===== src/rtl/bsm_irq_pkg.sv =====
// Shared codes and constants for the bank switch mapper with IRQ counter.
// No dependencies; used by bank_switch_mapper_irq_counter.
package bsm_irq_pkg;

    localparam int CHR_SLOTS_DEF = 8;

    typedef logic [1:0] req_t;
    localparam req_t REQ_CPU_READ  = 2'd0;
    localparam req_t REQ_CPU_WRITE = 2'd1;
    localparam req_t REQ_PPU       = 2'd2;
    localparam req_t REQ_TICK      = 2'd3;

    typedef logic [1:0] tgt_t;
    localparam tgt_t TGT_NONE = 2'd0;
    localparam tgt_t TGT_PRG  = 2'd1;
    localparam tgt_t TGT_CHR  = 2'd2;
    localparam tgt_t TGT_NT   = 2'd3;

    // register select, CPU address bits 3..0
    typedef logic [3:0] reg_sel_t;
    localparam reg_sel_t REG_CHR_FIRST = 4'h0;
    localparam reg_sel_t REG_CHR_LAST  = 4'h7;
    localparam reg_sel_t REG_PRG       = 4'h8;
    localparam reg_sel_t REG_MIRROR    = 4'h9;
    localparam reg_sel_t REG_IRQ_CTRL  = 4'hA;
    localparam reg_sel_t REG_LATCH_LO  = 4'hB;
    localparam reg_sel_t REG_LATCH_HI  = 4'hC;

    typedef logic [1:0] mirror_t;
    localparam mirror_t MIR_VERT   = 2'd0;
    localparam mirror_t MIR_HORZ   = 2'd1;
    localparam mirror_t MIR_PAGE0  = 2'd2;
    localparam mirror_t MIR_PAGE1  = 2'd3;

    localparam logic [15:0] REG_BASE    = 16'h6000;
    localparam logic [3:0]  FIXED_BANK  = 4'hF;
    localparam logic [15:0] COUNT_WRAP  = 16'hFFFF;

endpackage


===== src/rtl/bank_switch_mapper_irq_counter.sv =====
// Bank switch mapper with IRQ down-counter: decode, address translation, counter.
// Depends on bsm_irq_pkg.
//
// Usage: each input item (req_type, bus_address, write_data) on the in_valid /
// in_ready channel is a CPU read, CPU write, PPU access or clock tick. Exactly
// one result item (target, mapped_address, irq_out) comes out on the
// out_valid / out_ready channel for each input item, in order.
// Each accepted item waits in the input register; when the result register is free
// or being taken, it moves on and out_valid rises. Decode, bank lookup and counter
// decrement go in one pass from the input register into the result register,
// where mapper state is updated at the same edge.
// Throughput is one item per cycle while out_ready stays high; the input register,
// the result register and the single-pass decode set that figure.
// When the receiver stalls, the result register holds, the input register
// fills behind it and in_ready drops until out_ready returns.
// Reset (rst_n low) clears all bank registers, mirroring, the counter, its latch
// and the IRQ level (irq_out itself is not reset), and empties both registers.
module bank_switch_mapper_irq_counter #(
    parameter int CHR_SLOTS = bsm_irq_pkg::CHR_SLOTS_DEF
) (
    input  logic        clk,
    input  logic        rst_n,
    input  logic        in_valid,
    output logic        in_ready,
    input  logic [1:0]  req_type,
    input  logic [15:0] bus_address,
    input  logic [7:0]  write_data,
    output logic        out_valid,
    input  logic        out_ready,
    output logic [1:0]  target,
    output logic [17:0] mapped_address,
    output logic        irq_out
);

    localparam int SLOT_W = $clog2(CHR_SLOTS);

    // input register
    logic        in_valid_reg;
    logic [1:0]  type_reg;
    logic [15:0] addr_reg;
    logic [7:0]  data_reg;

    // result register
    logic        out_valid_reg;
    logic [1:0]  target_reg, target_next;
    logic [17:0] maddr_reg, maddr_next;
    logic        irq_reg;

    // mapper state
    logic [7:0]  chr_bank_reg [CHR_SLOTS];
    logic [3:0]  prg_bank_reg, prg_bank_next;
    logic [1:0]  mirror_reg, mirror_next;
    logic        enable_reg, enable_next;
    logic [15:0] count_reg, count_next;
    logic [15:0] latch_reg, latch_next;
    logic        irq_level_reg, irq_level_next;

    logic        advance;
    logic        chr_we;
    logic [15:0] count_dec;
    logic [13:0] ppu_addr;

    assign advance  = in_valid_reg && (!out_valid_reg || out_ready);
    assign in_ready = !in_valid_reg || advance;

    assign count_dec = count_reg - 16'd1;
    assign ppu_addr  = addr_reg[13:0];

    always_comb
    begin
        target_next    = bsm_irq_pkg::TGT_NONE;
        maddr_next     = '0;
        prg_bank_next  = prg_bank_reg;
        mirror_next    = mirror_reg;
        enable_next    = enable_reg;
        count_next     = count_reg;
        latch_next     = latch_reg;
        irq_level_next = irq_level_reg;
        chr_we         = 1'b0;

        case (type_reg)
            bsm_irq_pkg::REQ_CPU_READ:
            begin
                if (addr_reg[15])
                begin
                    target_next = bsm_irq_pkg::TGT_PRG;
                    maddr_next  = {(addr_reg[14] ? bsm_irq_pkg::FIXED_BANK : prg_bank_reg),
                                   addr_reg[13:0]};
                end
            end
            bsm_irq_pkg::REQ_CPU_WRITE:
            begin
                if (addr_reg >= bsm_irq_pkg::REG_BASE)
                begin
                    case (addr_reg[3:0]) inside
                        [bsm_irq_pkg::REG_CHR_FIRST:bsm_irq_pkg::REG_CHR_LAST]:
                            chr_we = 1'b1;
                        bsm_irq_pkg::REG_PRG:      prg_bank_next = data_reg[3:0];
                        bsm_irq_pkg::REG_MIRROR:   mirror_next   = data_reg[1:0];
                        bsm_irq_pkg::REG_IRQ_CTRL:
                        begin
                            irq_level_next = 1'b0;
                            enable_next    = data_reg[0];
                            count_next     = latch_reg;
                        end
                        bsm_irq_pkg::REG_LATCH_LO: latch_next = {latch_reg[15:8], data_reg};
                        bsm_irq_pkg::REG_LATCH_HI: latch_next = {data_reg, latch_reg[7:0]};
                        default: ;  // EEPROM port, not modeled
                    endcase
                end
            end
            bsm_irq_pkg::REQ_PPU:
            begin
                if (ppu_addr[13])
                begin
                    target_next = bsm_irq_pkg::TGT_NT;
                    case (mirror_reg)
                        bsm_irq_pkg::MIR_VERT:
                            maddr_next = {7'd0, ppu_addr[10], ppu_addr[9:0]};
                        bsm_irq_pkg::MIR_HORZ:
                            maddr_next = {7'd0, ppu_addr[11], ppu_addr[9:0]};
                        bsm_irq_pkg::MIR_PAGE0:
                            maddr_next = {7'd0, 1'b0, ppu_addr[9:0]};
                        default:
                            maddr_next = {7'd0, 1'b1, ppu_addr[9:0]};
                    endcase
                end
                else
                begin
                    target_next = bsm_irq_pkg::TGT_CHR;
                    maddr_next  = {chr_bank_reg[ppu_addr[10 +: SLOT_W]], ppu_addr[9:0]};
                end
            end
            default:
            begin
                // tick: wrap to all ones fires the IRQ and stops the counter
                if (enable_reg)
                begin
                    count_next = count_dec;
                    if (count_dec == bsm_irq_pkg::COUNT_WRAP)
                    begin
                        irq_level_next = 1'b1;
                        enable_next    = 1'b0;
                    end
                end
            end
        endcase
    end

    always_ff @(posedge clk or negedge rst_n)
    begin
        if (!rst_n)
        begin
            in_valid_reg  <= 1'b0;
            out_valid_reg <= 1'b0;
            prg_bank_reg  <= '0;
            mirror_reg    <= '0;
            enable_reg    <= 1'b0;
            count_reg     <= '0;
            latch_reg     <= '0;
            irq_level_reg <= 1'b0;
            for (int i = 0; i < CHR_SLOTS; i++)
            begin
                chr_bank_reg[i] <= '0;
            end
        end
        else
        begin
            if (in_ready)
            begin
                in_valid_reg <= in_valid;
            end
            if (advance)
            begin
                out_valid_reg <= 1'b1;
                prg_bank_reg  <= prg_bank_next;
                mirror_reg    <= mirror_next;
                enable_reg    <= enable_next;
                count_reg     <= count_next;
                latch_reg     <= latch_next;
                irq_level_reg <= irq_level_next;
                if (chr_we)
                begin
                    chr_bank_reg[addr_reg[SLOT_W-1:0]] <= data_reg;
                end
            end
            else if (out_ready)
            begin
                out_valid_reg <= 1'b0;
            end
        end
    end

    always_ff @(posedge clk)
    begin
        if (in_valid && in_ready)
        begin
            type_reg <= req_type;
            addr_reg <= bus_address;
            data_reg <= write_data;
        end
        if (advance)
        begin
            target_reg <= target_next;
            maddr_reg  <= maddr_next;
            irq_reg    <= irq_level_next;
        end
    end

    assign out_valid      = out_valid_reg;
    assign target         = target_reg;
    assign mapped_address = maddr_reg;
    assign irq_out        = irq_reg;

endmodule


===== config.mk =====
export PLATFORM = sky130hd
export DESIGN_NAME = bank_switch_mapper_irq_counter
export DESIGN_NICKNAME = d
export VERILOG_FILES = /design/src/rtl/bsm_irq_pkg.sv /design/src/rtl/bank_switch_mapper_irq_counter.sv
export SDC_FILE = /design/constraint.sdc
export NUM_CORES = 1
export LEC_CHECK = 0
export ABC_AREA = 1
export BUFFER_PORTS_ARGS = -buffer_cell sky130_fd_sc_hd__buf_4
export CORE_AREA = 2 2 154 156
export CTS_CLUSTER_SIZE = 24
export DETAILED_ROUTE_END_ITERATION = 12
export DIE_AREA = 0 0 156 158
export PLACE_DENSITY = 0.59
export SETUP_SLACK_MARGIN = 0.4
export SLEW_MARGIN = 30
export SYNTH_ARGS = -nofsm -noshare
export SYNTH_HDL_FRONTEND = slang
export SYNTH_SLANG_ARGS = --single-unit

===== constraint.sdc =====
create_clock -name clk -period 2 [get_ports clk]
set_clock_uncertainty 0.2 [all_clocks]
set_input_delay 0.1 -clock clk [delete_from_list [all_inputs] [get_ports clk]]
set_output_delay 0.1 -clock clk [all_outputs]
set_load 0.03 [all_outputs]

==> out/qor.yml <==
cp.required_ps: 2100
cts_sinks: 153
drcViolationCount: 0
track_usage: 0.173
vdd_drop_max_mv: 0.507
antenna_cells: 0
die_area_um2: 24600
layout-drive-gt1-share: 0.495
drv_slew: 0
gp_congestion: 0.874
cp-end-kind: "flip-flop"
drt_wl_total_um: 22100
synth_area_um2: 6830
ios: 53
syn-num-nets: 758
grt_max_degree: 66
status: "completed"
rsz0062_at_grt: "true"
crit_fanout: 8
slew_headroom: 0.559
tightestPinTransition_ps: 661
clk_pin_slew_ps: 60
yosysMostFrequentCell: "nand2_1"
min_period_over_period: 0.996
ys_seq_area_frac: 0.595
die_h_um: 158
nets: 954
synthFlopType: "dfrtp_1"
powerDensity_nw_per_um2: 961
drtIter0Drc: 440
period_needed_ps: 1990
cp.depth: 10
grt-ovfl-total: 0
rows: 56
netlist-cell-type-count: 37
cts_made_buffers: 17
synthCells: 726
yosysTopAreaCell: "dfrtp_1"
synth_edf_count: 47
slowest_stage: "dfrtp_2"
synth.area.top_cells: "dfrtp_1 (39%), edfxtp_1 (21%), nand2_1 (9.5%)"
die_w_um: 156
worstRegToRegCells: 10
p_leak_uw: 0.00450
crit_path_cell_trace: "nand2_2 > nand2_4 > or2_1 > inv_2 > nand2_4 > nor2_4 > buf_12 > nand3_4 > nand2_2 > o21ai_2"
ant_nets: 0
viasPerCell: 5.02
grt_pass1_vias: 6108
synth-seq-cells: 153
critPathMaxStageDelay_ps: 410
cts_tree: "built"
syn_area_per_cell_um2: 9.40
port_buffers: 52
worst-setup-path-type: "flip-flop to flip-flop"
start_util: 0.296
drv_cap: 0
hpwl_um: 11400
root_buffer: "clkbuf_16"
min_path_type: "input pin to async pin"
ys_top_cells_by_count: "nand2_1 (173), o21ai_0 (113), dfrtp_1 (106)"
whs_ps: 0.339
fin_cells: 1225
routed-via-count: 6155
syn_to_final_growth_pct: 56.4
hold_viol: 0
critPathLaunchType: "flip-flop"
design_area_um2: 10700
placed_area_um2: 7820
drt_first_pass_iters: 5
crit_family: "simple AND/OR/NAND/NOR gates"
yosysTopAreaCellShare: 0.388
coreArea_um2: 23100
arrival_ps: 2090
h-tree-depth: 4
grt_first_pass_wirelength_um: 32800
critical_path_buf_inv_count: 2
largest_register_ffs: 64
max_freq_mhz: 502
place_inst: 1080
async_flop_share: 0.693
antenna_found_initial: 0
fin_tns_setup_ps: 0
cts_buffer_depth: 2
post_drt_wl_per_cell_um: 18.1
setup_viol: 0
yosys_warnings: 0
worstSkewPairLatency_ps: 430
## what timing repair did
action,CTS,global route
pin swaps,58,89
setup endpoints to repair,139,149
gates cloned,15,4
hold endpoints to repair,135,1
buffers inserted,37,24
hold buffers,32,1
gates resized for setup,173,217
## final timing paths
| kind | startpoint | to | slack (ps) |
|---|---|---|---|
| setup reg to reg | out_valid$_DFFE_PN0P_ | chr_bank_reg[16]$_DFFE_PN0P_ | 9 |
| setup / recovery | out_valid$_DFFE_PN0P_ | chr_bank_reg[16]$_DFFE_PN0P_ | 9 |
| max in group asynchronous | rst_n | count_reg[1]$_DFFE_PN0P_ | 810 |
| hold / removal | rst_n | in_valid_reg$_DFFE_PN0N_ | 0.3 |
| hold reg to reg | chr_bank_reg[17]$_DFFE_PN0P_ | chr_bank_reg[17]$_DFFE_PN0P_ | 280 |
| min in group clk | bus_address[11] | addr_reg[11]$_DFFE_PP_ | 180 |
## power breakdown
| part | internal, uW | switching [uW] |
|---|---|---|
| registers | 3730 | 414 |
| logic | 1310 | 1770 |
| clock network | 1690 | 1340 |
| total | 6730 | 3530 |
## cell type report
cell class,count,area [um^2]
sequential,153,4070
fill,1974,12400
inverter,56,258
tap,290,363
clock inverter,9,62.6
timing repair inverter,6,46.3
timing repair buffer,193,1900
multi-input combinational,495,3510
clock buffer,23,478
## cells by family (layout without fill, tap and decap cells)
family          count (synthesis)  count (layout)  share of synthesized area
compound gates                195             195                      0.168
fa+ha+maj                       2               2                    0.00366
xor+xnor                        2               2                    0.00257
buf+inv                        86             287                     0.0579
flops                         153             153                      0.595
simple gates                  288             296                      0.173
## per-stage QoR
stage	power [uW]	worst slack [ps]	utilization
final	10300	8.92	0.463
after global routing	10800	-63.8	0.463
after CTS	9710	80.2	0.419
after detailed placement	6240	53.4	0.339
after global placement	6220	14.8	0.339
after floorplan	5520	133	-
## routing by layer
metal,global-route usage,wire length [um]
met3,0.0334,1050
met4,0.0725,631
met1,0.220,9120
met5,0,0
met2,0.292,11300
## cells in the final DEF, fill, tap and decap left out, drive strengths merged
master	instances
nand2	186
buf	158
o21ai	151
dfrtp	106
nor2	83
inv	58
edfxtp	47
dlygate4sd3	32
clkbuf	25
nand3	17
o22ai	13
o211ai	12
a21oi	8
clkinvlp	7
o221ai	6
clkinv	6
nand4	4
nor3	3
a221oi	2
o31ai	2
or2	2
ha	2
xor2	1
xnor2	1
nor4	1
o311ai	1
dlymetal6s4s	1
## tightest hold or removal path: stages
cell and delay [ps]:
dlygate4sd3_1 530, buf_4 150, buf_12 220
Note: power is estimated with default switching activity, not from simulation.
